===== src/rtl/dns_query_packet_builder_core_defines.svh =====
// Assertion macros for the DNS query builder.
`ifndef DNS_QUERY_PACKET_BUILDER_CORE_DEFINES_SVH
`define DNS_QUERY_PACKET_BUILDER_CORE_DEFINES_SVH
`ifndef SYNTHESIS
`define DQPB_ASSERT_IMPL(name, clk, rstn, ante, cons) \
	name: assert property (@(posedge clk) disable iff (!rstn) (ante) |-> (cons)) \
		else $error("dqpb: implication check failed");
`define DQPB_ASSERT_NEXT(name, clk, rstn, ante, cons) \
	name: assert property (@(posedge clk) disable iff (!rstn) (ante) |=> (cons)) \
		else $error("dqpb: next-cycle check failed");
`else
`define DQPB_ASSERT_IMPL(name, clk, rstn, ante, cons)
`define DQPB_ASSERT_NEXT(name, clk, rstn, ante, cons)
`endif
`endif


===== src/rtl/dqpb_pkg.sv =====
package dqpb_pkg;

	localparam logic [7:0]  CHAR_END    = 8'h00;
	localparam logic [7:0]  CHAR_DOT    = 8'h2E;
	localparam logic [15:0] HDR_FLAGS   = 16'h0100;
	localparam logic [15:0] HDR_QDCOUNT = 16'h0001;
	localparam logic [15:0] QTYPE_A     = 16'h0001;
	localparam logic [15:0] QCLASS_IN   = 16'h0001;
	localparam logic [2:0]  HDR_LAST    = 3'd5;
	localparam int          TRL_BYTES   = 5;

	typedef struct packed {
		logic [7:0]  host_char;
		logic [15:0] query_id;
	} dqpb_in_t;

	typedef struct packed {
		logic [15:0] out_pair;
		logic [1:0]  byte_count;
		logic        last_of_run;
		logic        packet_end;
		logic        aborted;
	} dqpb_out_t;

	// one output beat as decided by the sequencer; label bytes come from the RAM
	typedef struct packed {
		logic [15:0] fixed;
		logic        hi_mem;
		logic        lo_mem;
		logic [1:0]  byte_count;
		logic        last_of_run;
		logic        packet_end;
		logic        aborted;
	} dqpb_issue_t;

	function automatic logic [15:0] hdr_pair(input logic [2:0] idx, input logic [15:0] id);
		logic [15:0] r;
		case (idx)
			3'd0:    r = id;
			3'd1:    r = HDR_FLAGS;
			3'd2:    r = HDR_QDCOUNT;
			default: r = 16'h0000;
		endcase
		return r;
	endfunction

	// root label, then type and class
	function automatic logic [7:0] trailer_byte(input logic [2:0] idx);
		logic [7:0] r;
		case (idx)
			3'd0:    r = 8'h00;
			3'd1:    r = QTYPE_A[15:8];
			3'd2:    r = QTYPE_A[7:0];
			3'd3:    r = QCLASS_IN[15:8];
			3'd4:    r = QCLASS_IN[7:0];
			default: r = 8'h00;
		endcase
		return r;
	endfunction

endpackage


===== src/rtl/dns_query_packet_builder_core.sv =====
// DNS query body builder.
// Input channel (in_valid/in_stall/in_data): one hostname character per beat
// with the query id; a zero character ends the name. Output channel
// (out_valid/out_stall/out_data): big-endian byte pairs of the query body.
// Config: cfg_wr_en/cfg_wr_data load the server address; zero drops queries.
// The first character of a query emits 6 header beats. A label character
// emits no beats. A dot or terminator emits ceil((L+1)/2) or ceil((L+6)/2)
// beats for a label of L bytes, one per cycle unless the output stalls,
// read two bytes a cycle from the label RAM. in_stall is high while a run is
// being issued. A beat passes the RAM read stage, then the output register.
// An overlong name or label gives one aborted beat; the rest of that name
// is swallowed up to its terminator.
// A stalled receiver holds the output register; the sequencer stops issuing
// once the RAM read stage is full while the output register is held.
// Reset clears the server address and query control state; the block is idle.
`include "dns_query_packet_builder_core_defines.svh"
module dns_query_packet_builder_core import dqpb_pkg::*; #(
	parameter int LABEL_MAX  = 63,
	parameter int NAME_LIMIT = 256
) (
	input  logic        clk,
	input  logic        arst_n,
	input  logic        cfg_wr_en,
	input  logic [31:0] cfg_wr_data,
	input  logic        in_valid,
	output logic        in_stall,
	input  dqpb_in_t    in_data,
	output logic        out_valid,
	input  logic        out_stall,
	output dqpb_out_t   out_data
);

	localparam int AW = (LABEL_MAX > 1) ? $clog2(LABEL_MAX) : 1;

	logic        s1_ready;
	logic        issue_go;
	dqpb_issue_t issue;
	logic        mem_we, mem_re;
	logic [AW-1:0] mem_waddr, mem_raddr_a, mem_raddr_b;
	logic [7:0]  mem_wdata, rdata_a, rdata_b;

	dqpb_seq #(
		.LABEL_MAX  (LABEL_MAX),
		.NAME_LIMIT (NAME_LIMIT),
		.AW         (AW)
	) u_seq (
		.clk         (clk),
		.arst_n      (arst_n),
		.cfg_wr_en   (cfg_wr_en),
		.cfg_wr_data (cfg_wr_data),
		.in_valid    (in_valid),
		.in_stall    (in_stall),
		.in_data     (in_data),
		.s1_ready    (s1_ready),
		.issue_go    (issue_go),
		.issue       (issue),
		.mem_we      (mem_we),
		.mem_waddr   (mem_waddr),
		.mem_wdata   (mem_wdata),
		.mem_re      (mem_re),
		.mem_raddr_a (mem_raddr_a),
		.mem_raddr_b (mem_raddr_b)
	);

	dqpb_ram #(
		.WIDTH (8),
		.DEPTH (LABEL_MAX),
		.AW    (AW)
	) u_label_ram (
		.clk     (clk),
		.we      (mem_we),
		.waddr   (mem_waddr),
		.wdata   (mem_wdata),
		.re      (mem_re),
		.raddr_a (mem_raddr_a),
		.raddr_b (mem_raddr_b),
		.rdata_a (rdata_a),
		.rdata_b (rdata_b)
	);

	dqpb_out u_out (
		.clk       (clk),
		.arst_n    (arst_n),
		.issue_go  (issue_go),
		.issue     (issue),
		.rdata_a   (rdata_a),
		.rdata_b   (rdata_b),
		.s1_ready  (s1_ready),
		.out_valid (out_valid),
		.out_stall (out_stall),
		.out_data  (out_data)
	);

	`DQPB_ASSERT_IMPL(a_abort_beat, clk, arst_n, out_valid && out_data.aborted, out_data.packet_end && out_data.last_of_run && (out_data.byte_count == 2'd1))
	`DQPB_ASSERT_IMPL(a_end_is_last, clk, arst_n, out_valid && out_data.packet_end, out_data.last_of_run)
	`DQPB_ASSERT_IMPL(a_no_rw_same, clk, arst_n, mem_we, !mem_re)
	`DQPB_ASSERT_NEXT(a_store_no_read, clk, arst_n, mem_we, !mem_re)

endmodule


===== src/rtl/dqpb_ram.sv =====
module dqpb_ram #(
	parameter int WIDTH = 8,
	parameter int DEPTH = 63,
	parameter int AW    = (DEPTH > 1) ? $clog2(DEPTH) : 1
) (
	input  logic             clk,
	input  logic             we,
	input  logic [AW-1:0]    waddr,
	input  logic [WIDTH-1:0] wdata,
	input  logic             re,
	input  logic [AW-1:0]    raddr_a,
	input  logic [AW-1:0]    raddr_b,
	output logic [WIDTH-1:0] rdata_a,
	output logic [WIDTH-1:0] rdata_b
);

	logic [WIDTH-1:0] mem [DEPTH];

	always_ff @(posedge clk) begin
		if (we) begin
			mem[waddr] <= wdata;
		end
		if (re) begin
			rdata_a <= mem[raddr_a];
			rdata_b <= mem[raddr_b];
		end
	end

endmodule


===== src/rtl/dqpb_seq.sv =====
module dqpb_seq import dqpb_pkg::*; #(
	parameter int LABEL_MAX  = 63,
	parameter int NAME_LIMIT = 256,
	parameter int AW         = 6
) (
	input  logic        clk,
	input  logic        arst_n,
	input  logic        cfg_wr_en,
	input  logic [31:0] cfg_wr_data,
	input  logic        in_valid,
	output logic        in_stall,
	input  dqpb_in_t    in_data,
	input  logic        s1_ready,
	output logic        issue_go,
	output dqpb_issue_t issue,
	output logic        mem_we,
	output logic [AW-1:0] mem_waddr,
	output logic [7:0]  mem_wdata,
	output logic        mem_re,
	output logic [AW-1:0] mem_raddr_a,
	output logic [AW-1:0] mem_raddr_b
);

	localparam int LBL_W = $clog2(LABEL_MAX + 1);
	localparam int NM_W  = $clog2(NAME_LIMIT);
	localparam int J_W   = $clog2(LABEL_MAX + 8);
	localparam int JX    = J_W + 1;

	typedef enum logic [3:0] {
		ST_IDLE  = 4'b0001,
		ST_HDR   = 4'b0010,
		ST_TAIL  = 4'b0100,
		ST_ABORT = 4'b1000
	} state_t;

	state_t           state_q;
	logic [2:0]       hcnt_q;
	logic [J_W-1:0]   j_q;
	logic [LBL_W-1:0] run_len_q;
	logic             term_q;
	logic             tail_q;
	logic [15:0]      id_q;
	logic [LBL_W-1:0] lbl_q;
	logic [NM_W-1:0]  name_q;
	logic             in_query_q;
	logic             discard_q;
	logic [31:0]      server_q;

	logic             accept;
	logic [7:0]       c;
	logic             is_end, is_dot;
	logic             start, proc, ab, tail, store;
	logic [LBL_W-1:0] cur_lbl;
	logic [NM_W-1:0]  cur_name;

	logic [JX-1:0]    jx, lx, m, hi_idx, lo_idx;
	logic             hi_mem, lo_mem, lo_any, t_last;
	logic [7:0]       hi_fixed, lo_fixed;
	logic [J_W-1:0]   j_m1;

	assign in_stall = (state_q != ST_IDLE);
	assign accept   = in_valid && !in_stall;
	assign c        = in_data.host_char;
	assign is_end   = (c == CHAR_END);
	assign is_dot   = (c == CHAR_DOT);
	assign start    = !in_query_q && (server_q != '0);
	assign proc     = start || (in_query_q && !discard_q);
	assign cur_lbl  = start ? '0 : lbl_q;
	assign cur_name = start ? '0 : name_q;
	assign ab       = proc && !is_end
	                  && ((cur_name >= NM_W'(NAME_LIMIT - 1))
	                      || (!is_dot && (cur_lbl >= LBL_W'(LABEL_MAX))));
	assign tail     = proc && !ab && (is_dot || is_end);
	assign store    = proc && !ab && !is_dot && !is_end;

	assign mem_we    = accept && store;
	assign mem_waddr = cur_lbl[AW-1:0];
	assign mem_wdata = c;

	// tail run: length byte, label bytes, then root/type/class on the terminator
	assign jx       = JX'(j_q);
	assign lx       = JX'(run_len_q);
	assign m        = lx + JX'(1) + (term_q ? JX'(TRL_BYTES) : JX'(0));
	assign hi_mem   = (jx != '0) && (jx <= lx);
	assign lo_mem   = (jx + JX'(1)) <= lx;
	assign lo_any   = (jx + JX'(1)) < m;
	assign t_last   = (jx + JX'(2)) >= m;
	assign hi_idx   = jx - lx - JX'(1);
	assign lo_idx   = jx - lx;
	assign hi_fixed = (jx == '0) ? 8'(run_len_q) : trailer_byte(hi_idx[2:0]);
	assign lo_fixed = (lo_any && !lo_mem) ? trailer_byte(lo_idx[2:0]) : 8'h00;
	assign j_m1     = j_q - J_W'(1);

	assign issue_go    = s1_ready && (state_q inside {ST_HDR, ST_TAIL, ST_ABORT});
	assign mem_re      = issue_go && (state_q == ST_TAIL);
	assign mem_raddr_a = j_m1[AW-1:0];
	assign mem_raddr_b = j_q[AW-1:0];

	always_comb begin
		issue = '0;
		case (state_q)
			ST_HDR: begin
				issue.fixed       = hdr_pair(hcnt_q, id_q);
				issue.byte_count  = 2'd2;
				issue.last_of_run = (hcnt_q == HDR_LAST) && !tail_q;
			end
			ST_TAIL: begin
				issue.fixed       = {hi_fixed, lo_fixed};
				issue.hi_mem      = hi_mem;
				issue.lo_mem      = lo_mem;
				issue.byte_count  = lo_any ? 2'd2 : 2'd1;
				issue.last_of_run = t_last;
				issue.packet_end  = t_last && term_q;
			end
			ST_ABORT: begin
				issue.byte_count  = 2'd1;
				issue.last_of_run = 1'b1;
				issue.packet_end  = 1'b1;
				issue.aborted     = 1'b1;
			end
			default: begin
				issue = '0;
			end
		endcase
	end

	always_ff @(posedge clk or negedge arst_n) begin
		if (!arst_n) begin
			state_q    <= ST_IDLE;
			hcnt_q     <= '0;
			j_q        <= '0;
			tail_q     <= 1'b0;
			lbl_q      <= '0;
			name_q     <= '0;
			in_query_q <= 1'b0;
			discard_q  <= 1'b0;
			server_q   <= '0;
		end else begin
			if (cfg_wr_en) begin
				server_q <= cfg_wr_data;
			end
			if (accept) begin
				hcnt_q <= '0;
				j_q    <= '0;
				tail_q <= tail;
				if (!proc) begin
					if (!in_query_q) begin
						if (!is_end) begin
							in_query_q <= 1'b1;
							discard_q  <= 1'b1;
						end
					end else if (is_end) begin
						in_query_q <= 1'b0;
						discard_q  <= 1'b0;
					end
					state_q <= ST_IDLE;
				end else begin
					in_query_q <= 1'b1;
					discard_q  <= 1'b0;
					lbl_q      <= cur_lbl;
					name_q     <= cur_name;
					if (ab) begin
						discard_q <= 1'b1;
						lbl_q     <= '0;
						name_q    <= '0;
					end else begin
						if (!is_end) begin
							name_q <= cur_name + NM_W'(1);
						end
						if (tail) begin
							lbl_q <= '0;
							if (is_end) begin
								in_query_q <= 1'b0;
								name_q     <= '0;
							end
						end else begin
							lbl_q <= cur_lbl + LBL_W'(1);
						end
					end
					if (start) begin
						state_q <= ST_HDR;
					end else if (ab) begin
						state_q <= ST_ABORT;
					end else if (tail) begin
						state_q <= ST_TAIL;
					end else begin
						state_q <= ST_IDLE;
					end
				end
			end else if (issue_go) begin
				case (state_q)
					ST_HDR: begin
						hcnt_q <= hcnt_q + 3'd1;
						if (hcnt_q == HDR_LAST) begin
							state_q <= tail_q ? ST_TAIL : ST_IDLE;
						end
					end
					ST_TAIL: begin
						j_q <= j_q + J_W'(2);
						if (t_last) begin
							state_q <= ST_IDLE;
						end
					end
					ST_ABORT: begin
						state_q <= ST_IDLE;
					end
					default: begin
						state_q <= ST_IDLE;
					end
				endcase
			end
		end
	end

	always_ff @(posedge clk) begin
		if (accept) begin
			id_q      <= in_data.query_id;
			run_len_q <= cur_lbl;
			term_q    <= is_end;
		end
	end

endmodule


===== src/rtl/dqpb_out.sv =====
module dqpb_out import dqpb_pkg::*; (
	input  logic        clk,
	input  logic        arst_n,
	input  logic        issue_go,
	input  dqpb_issue_t issue,
	input  logic [7:0]  rdata_a,
	input  logic [7:0]  rdata_b,
	output logic        s1_ready,
	output logic        out_valid,
	input  logic        out_stall,
	output dqpb_out_t   out_data
);

	logic        valid_s1;
	dqpb_issue_t desc_s1;
	logic        out_valid_q;
	dqpb_out_t   out_data_q;
	logic        out_free;
	dqpb_out_t   beat;

	assign out_free = !out_valid_q || !out_stall;
	assign s1_ready = !valid_s1 || out_free;

	// RAM data lines up with desc_s1: the RAM reads only when s1 loads
	always_comb begin
		beat.out_pair[15:8] = desc_s1.hi_mem ? rdata_a : desc_s1.fixed[15:8];
		beat.out_pair[7:0]  = desc_s1.lo_mem ? rdata_b : desc_s1.fixed[7:0];
		beat.byte_count     = desc_s1.byte_count;
		beat.last_of_run    = desc_s1.last_of_run;
		beat.packet_end     = desc_s1.packet_end;
		beat.aborted        = desc_s1.aborted;
	end

	always_ff @(posedge clk or negedge arst_n) begin
		if (!arst_n) begin
			valid_s1    <= 1'b0;
			out_valid_q <= 1'b0;
		end else begin
			if (s1_ready) begin
				valid_s1 <= issue_go;
			end
			if (out_free) begin
				out_valid_q <= valid_s1;
			end
		end
	end

	always_ff @(posedge clk) begin
		if (s1_ready && issue_go) begin
			desc_s1 <= issue;
		end
		if (out_free && valid_s1) begin
			out_data_q <= beat;
		end
	end

	assign out_valid = out_valid_q;
	assign out_data  = out_data_q;

endmodule


===== config.mk =====
export PLATFORM = sky130hd
export DESIGN_NAME = dns_query_packet_builder_core
export DESIGN_NICKNAME = d
export VERILOG_FILES = /design/src/rtl/dqpb_pkg.sv /design/src/rtl/dns_query_packet_builder_core.sv /design/src/rtl/dqpb_ram.sv /design/src/rtl/dqpb_seq.sv /design/src/rtl/dqpb_out.sv
export VERILOG_INCLUDE_DIRS = /design/src /design/src/rtl
export SDC_FILE = /design/constraint.sdc
export NUM_CORES = 1
export LEC_CHECK = 0
export ABC_AREA = 1
export CORE_MARGIN = 3
export CORE_UTILIZATION = 45
export CTS_BUF_LIST = sky130_fd_sc_hd__clkbuf_2
export DETAILED_ROUTE_END_ITERATION = 12
export DONT_BUFFER_PORTS = 1
export GPL_ROUTABILITY_DRIVEN = 1
export GPL_TIMING_DRIVEN = 0
export HOLD_SLACK_MARGIN = 0.06
export SLEW_MARGIN = 20
export SYNTH_ARGS = -nofsm -noshare
export SYNTH_HDL_FRONTEND = slang
export SYNTH_SLANG_ARGS = --single-unit

===== constraint.sdc =====
create_clock -name clk -period 2.9 [get_ports clk]
set_input_delay 0 -clock clk [delete_from_list [all_inputs] [get_ports clk]]
set_output_delay 0 -clock clk [all_outputs]
set_load 0.01 [all_outputs]

==> impl_metrics.csv <==
group,metric,value,unit
outcome,status,"finished with violations",
outcome,violations,"negative setup slack",
layout,post-route-cell-area,33400,um2
drt,routed_wl,82700,um
floorplan,core-area,59200,um2
synthesis,netlist_instances,2103,
clock_network,root_buffer,"clkbuf_2",
floorplan,fp.dieArea,63200,um2
global_routing,grtUsageMet2,41.7,%
place,dp.cells,2879,
floorplan,rows,89,
critical_path,crit_type,"register to register",
clock_network,path_clk_slew,0.12,ns
run,cap_violations,0,
timing,finClkSkew,0.109,ns
timing,fin_crit,3.32,ns
global_routing,grt_usage,26.2,%
layout,layout-drive-gt1-share,21.0,%
global_routing,grt_pass1_wl,123000,um
clock_network,cts_num_sinks,651,
timing,slew_headroom,30.4,%
pwr,vdd_drop_max,424,uV
clock_network,clk_latency,1.34,ns
floorplan,die_w,251,um
synthesis,synth_area,27100,um2
timing,final_hold_viol_count,0,
global_routing,grt_max_degree,66,
synthesis,async_reset_ff_share,9.83,%
drt,viasPerCell,5.79,
layout,syn2layout_area_growth,23.2,%
clock_network,numCtsBuffers,162,
global_routing,grt_pass1_vias,20100,
critical_path,cp.required,3.88,ns
synthesis,syn_area_per_cell,12.9,um2
place,place_hpwl,50100,um
synthesis,ys_seq_area_share,71.0,%
place,numPortBuffers,0,
hold_path,min_path_type,"input pin to register",
hold_path,hold_start,"in_valid",
synthesis,synth_top_area_share,65.1,%
global_routing,antenna_found_initial,3,
drt,vias,19700,
synthesis,ys_seq_elements,651,
floorplan,initial_core_util,45.7,%
layout,nFillCells,4838,
clock_network,clk_path_buf_depth,3,
synthesis,yosys-top-cells-count,"edfxtp_1, nor2_1, o21ai_0, nand2_1, clkbuf_1",
synthesis,yosysTopAreaCell,"edfxtp_1",
drt,first_pass_iters,7,
synthesis,synth_warnings,0,
critical_path,worst_setup_path_end_kind,"register",
drt,drc,0,
synthesis,synth_ff_type,"edfxtp_1",
global_routing,use_met1,34.3,%
timing,maxSlewViolCount,0,
place,place_congestion,0.956,
global_routing,busiest_layer,"met2",
synthesis,synth_enable_flop_cells,587,
timing,setup_violations,533,
pwr,total_power,17.2,mW
critical_path,crit_path_max_fanout,8,
drt,wl_per_cell,24.3,um
pwr,p_per_area,516,nW/um2
layout,finalNetCount,2609,
synthesis,synth.most_common_cell,"edfxtp_1",
clock_network,htreeDepth,4,
clock_network,tritoncts,"yes",
critical_path,crit_start,"u_seq.server_q[24]",
timing,fmax,0.301,GHz
critical_path,startpoint_type,"register",
timing,finalWorstSetupSlack,-0.418,ns
timing,fin_setup_tns,-157.54,ns
floorplan,die_h,251,um
timing,rsz0062_at_grt,"true",
drt,dr.first_iter.drc_count,1993,
global_routing,overflow,0,
layout,instances_no_fill,3398,
synthesis,netlist_top_cells_area,"edfxtp_1, dfrtp_1, nor2_1",
pwr,leakagePower,11.6,nW
drt,ant_nets,0,
timing,fin_crit_sh,114,%
critical_path,cp.arrival,4.30,ns
global_routing,grt_util_met3,5.55,%
timing,worst_slew_pin_slew,1.04,ns
place,place_area,28100,um2
floorplan,io_pins,84,
synthesis,yosysUniqueCellTypes,47,
critical_path,r2r_start,"u_seq.server_q[24]",
[through the flow]
| step | hold slack (ns) | setup WS, ns | utilization (%) |
|---|---|---|---|
| 2_1_floorplan | -0.296 | -0.143 | - |
| 3_3_place_gp | -0.294 | -1.82 | 47.4 |
| 3_5_place_dp | -0.295 | -1.87 | 47.5 |
| 4_1_cts | 0.193 | -0.383 | 56.1 |
| 5_1_grt | 0.299 | -0.589 | 56.3 |
| 6_report | 0.390 | -0.418 | 56.3 |
[final timing paths]
path / to / slack [ns] / cells after the start
max reg2reg: u_label_ram.mem[33][7] / -0.42 / 21
min in group asynchronous: u_seq.server_q[15] / 0.41 / 5
max in group asynchronous: u_seq.lbl_q[4] / 2.12 / 5
min reg2reg: u_out.out_data[4] / 0.43 / 0
min: u_seq.lbl_q[1] / 0.39 / 7
max: u_label_ram.mem[33][7] / -0.42 / 21
[worst max-delay path: stages (launching register included)]
cell and delay (ns):
dfrtp_1 0.43, nor2_2 0.17, nand2_1 0.09, nor2_2 0.17
nand2_2 0.10, o21ai_4 0.15, buf_6 0.13, clkinvlp_4 0.17
nor2_4 0.16, ha_4 0.15, nand2_2 0.04, inv_2 0.06
nand3_2 0.09, nor2_4 0.14, nand3_4 0.11, nand2_4 0.10
nor3_4 0.05, buf_12 0.16, buf_6 0.12, nand3_4 0.07
buf_12 0.18, nor2_4 0.10
[flip-flops by register name, summed over array words and instances (netlist names), 8 cells and up]
register,cells
u_seq.id_q,16
u_out.desc_s1,18
u_seq.server_q,32
u_seq.name_q,8
u_label_ram.mem,504
u_label_ram.rdata_b,8
u_label_ram.rdata_a,8
u_out.out_data,21
[timing repair]
action / 4_1_cts / 5_1_grt
hold buffers: 190 / 0
cloned: 1 / 0
pin swaps: 36 / 21
resized for setup: 248 / 18
endpoints found under the setup margin: 545 / 545
buffers inserted: 35 / 10
endpoints found under the hold margin: 1236 / 0
[where the power goes]
group	internal, mW	switching (mW)	leakage, nW	total (mW)
sequential	10.2	0.0358	6.00	10.3
clock	2.68	3.69	1.13	6.37
combinational	0.303	0.266	4.50	0.569
[cell usage in the layout, fill, tap and decap left out, types with 10 or more instances in the layout]
cell type	instances
edfxtp_1	587
nor2_1	344
clkbuf_2	251
o21ai_0	237
dlygate4sd3_1	172
nand2_1	142
inv_1	72
clkbuf_1	67
dfrtp_1	61
nor2_4	60
o22ai_1	52
mux2_2	46
o221ai_1	45
nand3_1	40
o211ai_1	38
ha_1	38
buf_4	36
clkinv_1	33
mux2i_1	25
o32ai_1	23
a21oi_1	22
buf_16	18
nand4_1	12
xor2_1	12
nand2_2	10
buf_2	10
nand3_4	10
[cell type report]
cell class                      count  area (um2)  area share, %
Sequential cell                   651       19200           57.6
Multi-Input combinational cell   1261        8090           24.2
Timing Repair Buffer              237        2650           7.94
Clock buffer                      236        1180           3.54
Tap cell                          773         967           2.90
Buffer                            112         616           1.84
Clock inverter                     41         315          0.945
Inverter                           80         304          0.911
Antenna cell                        7        17.5         0.0525
[kinds of logic (layout without fill, tap and decap cells)]
family / after synthesis / count (layout) / synth area share, %
XOR/XNOR: 20 / 20 / 0.647
AO/OA/AOI/OAI: 470 / 470 / 10.6
AND/OR/NAND/NOR: 654 / 654 / 10.1
buffers and inverters: 192 / 706 / 2.74
other: 2 / 10 / 0.0277
multiplexers: 71 / 71 / 2.84
adder cells (fa/ha/maj): 43 / 43 / 2.01
flip-flops: 651 / 651 / 71.0
[metal layers]
layer	wire length (um)	up-vias
met4	3730	0
met2	39000	1046
met1	33000	9724
met5	0	-
met3	6870	225
li1	-	8693
Note: power is estimated with default switching activity, not from simulation.
